File: config.mk
export PLATFORM = sky130hd
export DESIGN_NAME = key_rate_limit_table_unit
export DESIGN_NICKNAME = d
export VERILOG_FILES = /design/src/rtl/core/krl_pkg.sv /design/src/rtl/core/krl_ram.sv /design/src/rtl/core/krl_cmp.sv /design/src/rtl/core/key_rate_limit_table_unit.sv
export SDC_FILE = /design/constraint.sdc
export NUM_CORES = 2
export LEC_CHECK = 0
export CELL_PAD_IN_SITES_DETAIL_PLACEMENT = 1
export CELL_PAD_IN_SITES_GLOBAL_PLACEMENT = 1
export CORE_ASPECT_RATIO = 2
export CORE_UTILIZATION = 45
export DETAILED_ROUTE_END_ITERATION = 8
export DONT_BUFFER_PORTS = 1
export PLACE_DENSITY = 0.69
export SLEW_MARGIN = 10
export SYNTH_ARGS = -nofsm -noshare
export SYNTH_HDL_FRONTEND = slang
export SYNTH_SLANG_ARGS = --single-unit
File: constraint.sdc
create_clock -name clk -period 9.6 [get_ports clk]
set_input_delay 1.92 -clock clk [delete_from_list [all_inputs] [get_ports clk]]
set_output_delay 1.92 -clock clk [all_outputs]
set_load 0.005 [all_outputs]
File: src/rtl/core/krl_pkg.sv
`timescale 1ns / 1ps
`default_nettype none

package krl_pkg;

  localparam int KEY_W    = 64;
  localparam int TIME_W   = 32;
  localparam int STATUS_W = 2;
  localparam int SLOT_W   = 4;

  localparam logic [STATUS_W-1:0] STATUS_OK      = 2'd0;
  localparam logic [STATUS_W-1:0] STATUS_LIMITED = 2'd1;
  localparam logic [STATUS_W-1:0] STATUS_FULL    = 2'd2;

  localparam logic OP_CHECK   = 1'b0;
  localparam logic OP_TRIGGER = 1'b1;

  typedef enum logic [1:0] {
    ST_IDLE,
    ST_SCAN,
    ST_FINISH
  } krl_state_t;

endpackage

`default_nettype wire

File: src/rtl/core/krl_ram.sv
`timescale 1ns / 1ps
`default_nettype none

module krl_ram #(
  parameter int WIDTH = 32,
  parameter int DEPTH = 16,
  parameter int AW    = (DEPTH > 1) ? $clog2(DEPTH) : 1
) (
  input  wire logic             clk,
  input  wire logic             we,
  input  wire logic [AW-1:0]    waddr,
  input  wire logic [WIDTH-1:0] wdata,
  input  wire logic [AW-1:0]    raddr,
  output logic      [WIDTH-1:0] rdata
);

  logic [WIDTH-1:0] mem [DEPTH];

  always_ff @(posedge clk) begin
    if (we) begin
      mem[waddr] <= wdata;
    end
    rdata <= mem[raddr];
  end

endmodule

`default_nettype wire

File: src/rtl/core/krl_cmp.sv
`timescale 1ns / 1ps
`default_nettype none

// gt = (a + b > thr), sum kept at full width so it never wraps
module krl_cmp (
  input  wire logic [krl_pkg::TIME_W-1:0] a,
  input  wire logic [krl_pkg::TIME_W-1:0] b,
  input  wire logic [krl_pkg::TIME_W-1:0] thr,
  output logic                            gt
);

  import krl_pkg::*;

  logic [TIME_W:0] sum;

  always_comb begin
    sum = {1'b0, a} + {1'b0, b};
    gt  = sum > {1'b0, thr};
  end

endmodule

`default_nettype wire

File: src/rtl/core/key_rate_limit_table_unit.sv
`timescale 1ns / 1ps
`default_nettype none

// Key rate-limit table.
// Input channel (in_valid/in_ready) takes one word per request: operation
// (check or trigger), key tag, current time and minimum interval. Result
// channel (out_valid/out_ready) returns one word per request: status and slot.
// Each request walks all TABLE_ENTRIES slots once through the tag, last-use
// and interval memories, one slot per cycle; expired slots are freed in the
// same walk that looks for a match and the first free slot. One shared
// adder-comparator does the expiry test per slot and then the limit test.
// A new request is taken only in the idle state, which the block reenters
// after the result is loaded, so requests do not overlap: each one runs its
// walk over the memory read port and its final step before the next is taken.
// The result sits in an output register; the next request may be accepted
// while it waits, and that request holds in its final step until the
// receiver takes the pending word.
// Reset clears all slot valid bits and the output valid; no clearing pass.
module key_rate_limit_table_unit #(
  parameter int TABLE_ENTRIES = 16,
  parameter int TAG_BITS      = 64
) (
  input  wire logic                            clk,
  input  wire logic                            rst_n,
  input  wire logic                            in_valid,
  output logic                                 in_ready,
  input  wire logic                            in_operation,
  input  wire logic [krl_pkg::KEY_W-1:0]       in_key_tag,
  input  wire logic [krl_pkg::TIME_W-1:0]      in_now_seconds,
  input  wire logic [krl_pkg::TIME_W-1:0]      in_min_interval,
  output logic                                 out_valid,
  input  wire logic                            out_ready,
  output logic      [krl_pkg::STATUS_W-1:0]    out_status,
  output logic      [krl_pkg::SLOT_W-1:0]      out_slot
);

  import krl_pkg::*;

  localparam int IDX_W = (TABLE_ENTRIES > 1) ? $clog2(TABLE_ENTRIES) : 1;
  localparam int CNT_W = $clog2(TABLE_ENTRIES + 1);
  localparam logic [CNT_W-1:0] CNT_LAST = CNT_W'(TABLE_ENTRIES);

  krl_state_t state_r, state_nxt;

  logic [CNT_W-1:0]         cnt_r;
  logic                     eval_vld_r;
  logic [IDX_W-1:0]         eval_idx_r;
  logic [TABLE_ENTRIES-1:0] valid_r;

  logic                     op_r;
  logic [TAG_BITS-1:0]      tag_r;
  logic [TIME_W-1:0]        now_r;
  logic [TIME_W-1:0]        ivl_r;

  logic                     match_r;
  logic [IDX_W-1:0]         match_idx_r;
  logic [TIME_W-1:0]        match_last_r;
  logic                     free_r;
  logic [IDX_W-1:0]         free_idx_r;

  logic                     out_valid_r;
  logic [STATUS_W-1:0]      out_status_r;
  logic [SLOT_W-1:0]        out_slot_r;

  // memory ports
  logic [TAG_BITS-1:0]      rd_tag;
  logic [TIME_W-1:0]        rd_last;
  logic [TIME_W-1:0]        rd_ivl;
  logic [IDX_W-1:0]         rd_addr;
  logic [IDX_W-1:0]         wr_addr;
  logic                     we_alloc;
  logic                     we_last;

  // shared compare unit
  logic [TIME_W-1:0]        cmp_a;
  logic [TIME_W-1:0]        cmp_b;
  logic                     cmp_gt;

  logic                     in_acc;
  logic                     scan_rd;
  logic                     load;
  logic                     ent_keep;
  logic                     ent_hit;
  logic [STATUS_W-1:0]      status_nxt;
  logic [IDX_W-1:0]         win_idx;
  logic                     win_any;
  logic [IDX_W+SLOT_W-1:0]  slot_ext;
  logic [SLOT_W-1:0]        slot_nxt;

  krl_ram #(.WIDTH(TAG_BITS), .DEPTH(TABLE_ENTRIES), .AW(IDX_W)) u_tag_ram (
    .clk   (clk),
    .we    (we_alloc),
    .waddr (wr_addr),
    .wdata (tag_r),
    .raddr (rd_addr),
    .rdata (rd_tag)
  );

  krl_ram #(.WIDTH(TIME_W), .DEPTH(TABLE_ENTRIES), .AW(IDX_W)) u_last_ram (
    .clk   (clk),
    .we    (we_last),
    .waddr (wr_addr),
    .wdata (now_r),
    .raddr (rd_addr),
    .rdata (rd_last)
  );

  krl_ram #(.WIDTH(TIME_W), .DEPTH(TABLE_ENTRIES), .AW(IDX_W)) u_ivl_ram (
    .clk   (clk),
    .we    (we_alloc),
    .waddr (wr_addr),
    .wdata (ivl_r),
    .raddr (rd_addr),
    .rdata (rd_ivl)
  );

  krl_cmp u_cmp (
    .a   (cmp_a),
    .b   (cmp_b),
    .thr (now_r),
    .gt  (cmp_gt)
  );

  // next state
  always_comb begin
    state_nxt = state_r;
    unique case (state_r)
      ST_IDLE: begin
        if (in_valid) begin
          state_nxt = ST_SCAN;
        end
      end
      ST_SCAN: begin
        if (cnt_r == CNT_LAST) begin
          state_nxt = ST_FINISH;
        end
      end
      ST_FINISH: begin
        if (!out_valid_r || out_ready) begin
          state_nxt = ST_IDLE;
        end
      end
      default: state_nxt = ST_IDLE;
    endcase
  end

  // outputs of the sequencer
  always_comb begin
    in_ready = 1'b0;
    scan_rd  = 1'b0;
    load     = 1'b0;
    cmp_a    = rd_last;
    cmp_b    = rd_ivl;
    unique case (state_r)
      ST_IDLE: begin
        in_ready = 1'b1;
      end
      ST_SCAN: begin
        scan_rd = (cnt_r != CNT_LAST);
      end
      ST_FINISH: begin
        load  = !out_valid_r || out_ready;
        cmp_a = match_last_r;
        cmp_b = ivl_r;
      end
      default: begin
        in_ready = 1'b0;
      end
    endcase
  end

  assign in_acc  = in_valid && in_ready;
  assign rd_addr = cnt_r[IDX_W-1:0];

  // slot under evaluation: kept if last use + its interval is still ahead of now
  assign ent_keep = valid_r[eval_idx_r] && cmp_gt;
  assign ent_hit  = ent_keep && (rd_tag == tag_r);

  // final decision
  always_comb begin
    status_nxt = STATUS_OK;
    win_idx    = match_idx_r;
    win_any    = match_r;
    we_alloc   = 1'b0;
    we_last    = 1'b0;
    if (op_r == OP_TRIGGER) begin
      if (match_r) begin
        we_last = load;
      end else if (free_r) begin
        win_idx  = free_idx_r;
        win_any  = 1'b1;
        we_alloc = load;
        we_last  = load;
      end else begin
        status_nxt = STATUS_FULL;
      end
    end else if (match_r && cmp_gt) begin
      status_nxt = STATUS_LIMITED;
    end
    wr_addr  = win_idx;
    slot_ext = {{SLOT_W{1'b0}}, win_idx};
    slot_nxt = win_any ? slot_ext[SLOT_W-1:0] : '0;
  end

  always_ff @(posedge clk) begin
    if (!rst_n) begin
      state_r     <= ST_IDLE;
      cnt_r       <= '0;
      eval_vld_r  <= 1'b0;
      valid_r     <= '0;
      match_r     <= 1'b0;
      free_r      <= 1'b0;
      out_valid_r <= 1'b0;
    end else begin
      state_r    <= state_nxt;
      eval_vld_r <= scan_rd;
      if (in_acc) begin
        cnt_r   <= '0;
        match_r <= 1'b0;
        free_r  <= 1'b0;
      end else if (scan_rd) begin
        cnt_r <= cnt_r + 1'b1;
      end
      if (eval_vld_r) begin
        valid_r[eval_idx_r] <= ent_keep;
        if (!ent_keep && !free_r) begin
          free_r <= 1'b1;
        end
        if (ent_hit && !match_r) begin
          match_r <= 1'b1;
        end
      end
      if (we_alloc) begin
        valid_r[free_idx_r] <= 1'b1;
      end
      if (load) begin
        out_valid_r <= 1'b1;
      end else if (out_ready) begin
        out_valid_r <= 1'b0;
      end
    end
  end

  // payload registers
  always_ff @(posedge clk) begin
    if (in_acc) begin
      op_r  <= in_operation;
      tag_r <= in_key_tag[TAG_BITS-1:0];
      now_r <= in_now_seconds;
      ivl_r <= in_min_interval;
    end
    eval_idx_r <= rd_addr;
    if (eval_vld_r) begin
      if (!ent_keep && !free_r) begin
        free_idx_r <= eval_idx_r;
      end
      if (ent_hit && !match_r) begin
        match_idx_r  <= eval_idx_r;
        match_last_r <= rd_last;
      end
    end
    if (load) begin
      out_status_r <= status_nxt;
      out_slot_r   <= slot_nxt;
    end
  end

  assign out_valid  = out_valid_r;
  assign out_status = out_status_r;
  assign out_slot   = out_slot_r;

`ifndef ASSERT_OFF
  a_full_only_when_all_valid: assert property (
    @(posedge clk) disable iff (!rst_n)
    (load && status_nxt == STATUS_FULL) |-> (&valid_r)
  ) else $error("table full reported with a free slot");

  a_eval_only_in_scan: assert property (
    @(posedge clk) disable iff (!rst_n)
    eval_vld_r |-> (state_r == ST_SCAN)
  ) else $error("slot evaluated outside the table walk");

  a_scan_ends: assert property (
    @(posedge clk) disable iff (!rst_n)
    (state_r == ST_SCAN && cnt_r == CNT_LAST) |=> (state_r == ST_FINISH)
  ) else $error("table walk did not finish");

  a_no_load_over_pending: assert property (
    @(posedge clk) disable iff (!rst_n)
    (out_valid_r && !out_ready) |-> !load
  ) else $error("result overwritten before it was taken");
`endif

endmodule

`default_nettype wire
Word level (Yosys, flattened, before mapping) --
Memory sizes are Yosys's and may differ from the RTL's. A register that Yosys moved wholly into a read port is not among the register bits. Index checks and enable logic that the tools add are counted.
Storage, ports and cells: word-level logic and storage cells 102, flip-flop bits (word level) 206, bits in writable memories 2048, memories kept 3, input bits 133
Cells by class: bitwise logic cells 2, multiplexer cells 46, equal/unequal tests 8, add/sub/neg operators 2, reduce and logical (&&, ||, !) cells 19, magnitude comparators 5
Memories:
- u_tag_ram.mem | words 16, width 64, read ports 1, clocked after Yosys merged registers in 1, wr ports 1, RTL line krl_ram.sv:17 | logic [WIDTH-1:0] mem [DEPTH];
- u_ivl_ram.mem | words 16, width 32, read ports 1, clocked after Yosys merged registers in 1, wr ports 1, RTL line krl_ram.sv:17
- u_last_ram.mem | words 16, width 32, read ports 1, clocked after Yosys merged registers in 1, wr ports 1, RTL line krl_ram.sv:17
Operator list (number):
- $eq 64x64->1 | 1
- $mux 32 | 2
- $mux 16 | 3
- $add 32x32->33 | 1
- $gt 33x32->1 | 1
- $mux 1 | 27
- $bwmux 16 | 1
- $or 16x16->16 | 1
- $mux 2 | 6
- $mux 4 | 3
- $lt 4x5->1 const B | 2
- $demux 1 s4 | 2
- $ge 4x1->1 const B | 2
- $logic_and 1x1->1 | 8
- $ne 2x2->1 const B | 3
- $pmux 2 s3 | 1
- $add 5x1->5 const B | 1
- $eq 5x5->1 const B | 1
- $ne 5x5->1 const B | 1
- $bmux 1 s4 | 1
- $logic_not 1->1 | 4
- $reduce_and 2->1 | 2
- $reduce_and 3->1 | 1
- $eq 2x1->1 const B | 1
- 6 further kinds | 6

Longest topological paths before layout --
depth after elaboration 10, mapped depth 27, depth with buffers taken out 23

Modules after synthesis --
Synthesis repeated with hierarchy kept, for this count alone.
Unflattened totals: cell total of the unflattened synthesis 4320, area, all modules 90194.0 um^2
By module, submodules not included:
- krl_ram (u_tag_ram) | cells an instance 1647, seq. area each 32030.7 um^2, instances 1, area an instance 39581.7 um^2
- krl_ram (u_last_ram) | cells an instance 838, seq. area each 16015.4 um^2, instances 1, area an instance 19854.0 um^2
- krl_ram (u_ivl_ram) | cells an instance 838, seq. area each 16015.4 um^2, instances 1, area an instance 19835.3 um^2
- key_rate_limit_table_unit | cells an instance 659, seq. area each 5875.6 um^2, instances 1, area an instance 8464.4 um^2
- krl_cmp | cells an instance 338, seq. area each 0.0 um^2, instances 1, area an instance 2458.6 um^2

Least setup slack after synthesis --
OpenSTA, ideal clock, no wires.
path kind reg-to-reg, start point reg state_r[0], end point reg match_idx_r[0], enable pin, stages on the path, launching flop included 23, slack 1972 ps, setup time 474 ps, data required time 9126 ps, clock period less this slack 7628 ps, arrival 7154 ps, cells stage by stage dfxtp_1 > nand2b_1 > clkbuf_1 > buf_1 > clkbuf_1 > mux2_2 > ha_1 > nand2_2 > a2111oi_4 > nor2_1 > o31a_1 > o21a_1 > o21a_1 > o311ai_2 > a21oi_1 > xnor2_1 > ha_1 > nand3_1 > o21ai_0 > nor2_1 > a31oi_1 > a211oi_2 > nor3_1
On the way: cells in the longest elaborated chain, start to end 8, elaborated cells between the ends (all ways) 9
RTL lines:
- start, declared | RTL line key_rate_limit_table_unit.sv:43 | krl_state_t state_r, state_nxt;
- start signal, assigned | RTL line key_rate_limit_table_unit.sv:215 | state_r <= state_nxt;
- $eq 2x2->1 * | RTL line key_rate_limit_table_unit.sv:154 | unique case (state_r)
- $mux 32 | RTL line key_rate_limit_table_unit.sv:154
- $add 32x32->33 * | RTL line krl_cmp.sv:17 | sum = {1'b0, a} + {1'b0, b};
- $gt 33x32->1 * | RTL line krl_cmp.sv:18 | gt = sum > {1'b0, thr};
- $logic_and 1x1->1 * | RTL line key_rate_limit_table_unit.sv:176 | assign ent_keep = valid_r[eval_idx_r] && cmp_gt;
- $logic_and 1x1->1 * | RTL line key_rate_limit_table_unit.sv:177 | assign ent_hit = ent_keep && (rd_tag == tag_r);
- $logic_and 1x1->1 * | RTL line key_rate_limit_table_unit.sv:257 | if (ent_hit && !match_r) begin
- $reduce_and 2->1 (no source line) *
- end signal, assigned | RTL line key_rate_limit_table_unit.sv:258 | match_idx_r <= eval_idx_r;
- end, declared | RTL line key_rate_limit_table_unit.sv:56 | logic [IDX_W-1:0] match_idx_r;
Every way passes the cells marked *; elsewhere a longest branch is shown, timed or not. A chain may end at the register's enable or synchronous reset.

Worst setup path after layout --
start point reg state_r[0], end point reg match_last_r[19], enable pin
On the way: cells in the longest elaborated chain, start to end 8, elaborated cells between the ends (all ways) 9
RTL lines:
- $eq 2x2->1 * | RTL line key_rate_limit_table_unit.sv:154
- $mux 32 | RTL line key_rate_limit_table_unit.sv:154
- $add 32x32->33 * | RTL line krl_cmp.sv:17
- $gt 33x32->1 * | RTL line krl_cmp.sv:18
- $logic_and 1x1->1 * | RTL line key_rate_limit_table_unit.sv:176
- $logic_and 1x1->1 * | RTL line key_rate_limit_table_unit.sv:177
- $logic_and 1x1->1 * | RTL line key_rate_limit_table_unit.sv:257
- $reduce_and 2->1 (no source line) *
- end signal, assigned | RTL line key_rate_limit_table_unit.sv:259 | match_last_r <= rd_last;
- end, declared | RTL line key_rate_limit_table_unit.sv:57 | logic [TIME_W-1:0] match_last_r;
Marks and branches as above.

==> run summary <==
period utilisation layout - 75.9%
worst r2r src - state_r[0]
full die area - 202000 sq um
number of antenna violations at the first check in global routing - 37
main flop type after synthesis - edfxtp_1
Synth Instances - 3862
Cell Area, Synth - 90000 sq um
Worst VDD drop - 0.160 mV
number of flops mapped to enable cells by yosys - 2223
gr usage total - 21.9%
post-synthesis xor/xnor area fraction - 0.954%
Initial Util - 45.4%
hold_ws - 448 ps
Synth warnings - 0
Post-CTS Setup Bufs - 0
CP max FO - 52
Worst path max stage delay - 880 ps
WP buf/inv - 2
Vias/cell - 5.95
switching portion of total power - 20.6%
Clock Root Buffer - clkbuf_16
beginning of the worst hold path - u_last_ram.rdata[3]
reg2reg path depth - 21
ratio of cells with drive above 1 in the final layout - 27.5%
TritonCTS buffer count - 206
clk_lat worst skew - 850 ps
final slew viol count - 0
# rows - 231
hold depth - 0
CP max-delay cell - nor3_2
met3 WL - 9330 um
routability cong. - 0.848
GRT overflow - 0
Tmin final - 7280 ps
hold_buf cts - 0
IO buf count - 0
part of the power in registers - 55.8%
FMAX - 0.137 GHz
largest net degree at the start of global routing - 145
syn nets - 4062
worst hold path class - flop to flop
die width - 318 um
CTS sink count - 2382
most frequent cells in the layout - 2223 x edfxtp_1, 644 x mux4_2, 211 x clkbuf_16, 155 x dfxtp_1, 66 x ha_1
Mean Syn Cell Area - 23.3 sq um
commonest non-fill, non-tap cell in the layout - edfxtp_1
fin worst setup slack - 2320 ps
number of global-route vias before repair - 43400
RSZ-0062 raised after global routing - false
Synth Area in Simple Gates - 1.31%
TritonRoute pass-1 iters - 7
Synth Area in Compound Gates - 1.14%
dpl ws - 2280 ps
mux cell area share after synthesis - 17.0%
Worst Setup Start Kind - flop
Area growth, synth to finish - 11.5%
ys async rst share - 0%
Final Hold Viols - 0
Residual DRC - 0
Worst Hold End - match_last_r[3]
status - completed
Worst setup EP type - flop
WP data arrival - 7790 ps
I/O pin total - 141
Pwr Density - 207 nW/um^2
internal power - 16.5 mW
Crit path top cell by count - a21oi_1
Final TNS setup - 0 ps
cell family with most CP delay - simple AND/OR/NAND/NOR gates
Post-Layout Cell Count - 6703
reg2reg end - match_last_r[19]
Pleak - 30.5 nW
top routing layer used - met5
#FFs+latches synth - 2382
Worst Setup Path Type - flop to flop
DIE HEIGHT - 634 um
Setup Skew - 37.3 ps
post-CTS sizing - 0
CTS HTree Levels - 4
DRT Wirelength - 220000 um
met2 wire length - 121000 um
crit-path cells - nand2b_4 > buf_4 > mux2_2 > ha_1 > a21o_1 > a21oi_1 > nor2b_1 > nor4_1 > a21oi_1 > or3_1 > a31o_2 > a21oi_1 > xnor2_1 > ha_1 > nand3_1 > o21ai_0 > nor2_1 > a31oi_1 > a211oi_2 > nor3_2 > buf_4
CTS tree - done
main combinational cell family by area after synthesis - multiplexers
Sw Pwr - 4.27 mW
worst reg2reg setup slack - 2320 ps
Max clock buf depth - 4
first-pass GRT wire length - 315000 um
Max Cap Violations - 0
worst-margin pin slew - 1240 ps
Unique masters post-synth - 64
post-DR wirelength/cell - 32.8 um
DRT met1 WL - 82500 um
number of cells in the design after placement - 6318
routed vias - 39900
clock share of power - 40.7%
HPWL after DPL - 116000 um
nets@finish - 4163
initial drt markers - 3496
ANT nets after route - 0
final setup violation count - 0
adder-cell area share of the yosys netlist - 0.940%
Combinational Power Share - 3.5%
Core ar. - 198000 sq um
slew margin rel. - 17.0%
post-synthesis sequential area ratio - 77.7%
Clock transition at path regs - 70 ps
Worst Path Required - 10100 ps
==> cell families after synthesis <==
family          after synthesis
mux                         712
simple gates                241
fa+ha+maj                    67
xor+xnor                     98
buf+inv                     216
flops                      2382
compound gates              146
==> flip-flops by register name, indices dropped and copies added (netlist names), 4 cells and up <==
name,flops
u_tag_ram.rdata,64
tag_r,64
free_idx_r,4
match_last_r,32
out_slot,4
u_ivl_ram.mem,512
eval_idx_r,4
u_tag_ram.mem,1024
cnt_r,5
u_ivl_ram.rdata,32
match_idx_r,4
now_r,32
u_last_ram.mem,512
ivl_r,32
u_last_ram.rdata,32
valid_r,16
==> how the worst max path moves through the flow <==
stage | from | end | slack (ps) | depth (start not counted)
floorplan | state_r[0] | match_idx_r[0] | 1970 | 22
global placement | state_r[0] | match_last_r[25] | 2420 | 21
detailed placement | state_r[0] | match_last_r[27] | 2280 | 21
CTS | state_r[0] | match_last_r[19] | 2280 | 21
global route | state_r[0] | match_last_r[19] | 1860 | 21
finish | state_r[0] | match_last_r[19] | 2320 | 21
==> final cells by class <==
class                           instances  area (sq um)
Antenna cell                           12          30.0
Inverter                               50           195
Fill cell                           17100         97900
Sequential cell                      2382         70000
Timing Repair Buffer                   59           718
Clock inverter                        108          1110
Clock buffer                          265          5650
Tap cell                             2563          3210
Multi-Input combinational cell       1264         19500
==> Yosys cell counts, types with 35 or more instances <==
cell type | instances | area [sq um]
a21oi_1 | 39 | 195
buf_1 | 35 | 131
clkbuf_1 | 125 | 469
dfxtp_1 | 159 | 3180
edfxtp_1 | 2223 | 66800
ha_1 | 66 | 826
inv_1 | 50 | 188
mux2_2 | 65 | 732
mux4_2 | 644 | 14500
nand2_1 | 54 | 203
nor2_1 | 69 | 259
xnor2_1 | 53 | 464
xor2_1 | 45 | 394
==> worst reg2reg max path: stages (launching register included) <==
cell,delay [ps]
dfxtp_1,390
nand2b_4,300
buf_4,650
mux2_2,480
ha_1,390
a21o_1,210
a21oi_1,200
nor2b_1,90
nor4_1,560
a21oi_1,210
or3_1,460
a31o_2,260
a21oi_1,170
xnor2_1,100
ha_1,300
nand3_1,80
o21ai_0,250
nor2_1,70
a31oi_1,180
a211oi_2,180
nor3_2,880
buf_4,510
==> power groups by stage <==
| stage | Combinational (mW) | Sequential (mW) | Clock, mW |
|---|---|---|---|
| floorplan | 0.553 | 11.7 | 0 |
| global placement | 0.730 | 11.8 | 0 |
| detailed placement | 0.742 | 11.8 | 0 |
| CTS | 0.746 | 11.6 | 8.61 |
| global route | 0.782 | 11.6 | 8.89 |
| finish | 0.726 | 11.6 | 8.44 |
==> routing by layer <==
metal / GRT usage, % / up-vias
met5: 0 / -
li1: - / 16500
met3: 2.61 / 347
met2: 41.1 / 1089
met1: 26.1 / 22000
met4: 6.66 / 16
==> per-stage QoR <==
| step | power, mW | instance area (sq um) | utilization [%] |
|---|---|---|---|
| after floorplan | 12.3 | 90000 | - |
| after global placement | 12.5 | 93500 | 47.2 |
| after detailed placement | 12.5 | 93500 | 47.2 |
| after CTS | 20.9 | 100000 | 50.6 |
| after global routing | 21.3 | 100000 | 50.6 |
| final | 20.7 | 100000 | 50.6 |
(Power assumes the default switching activity.)
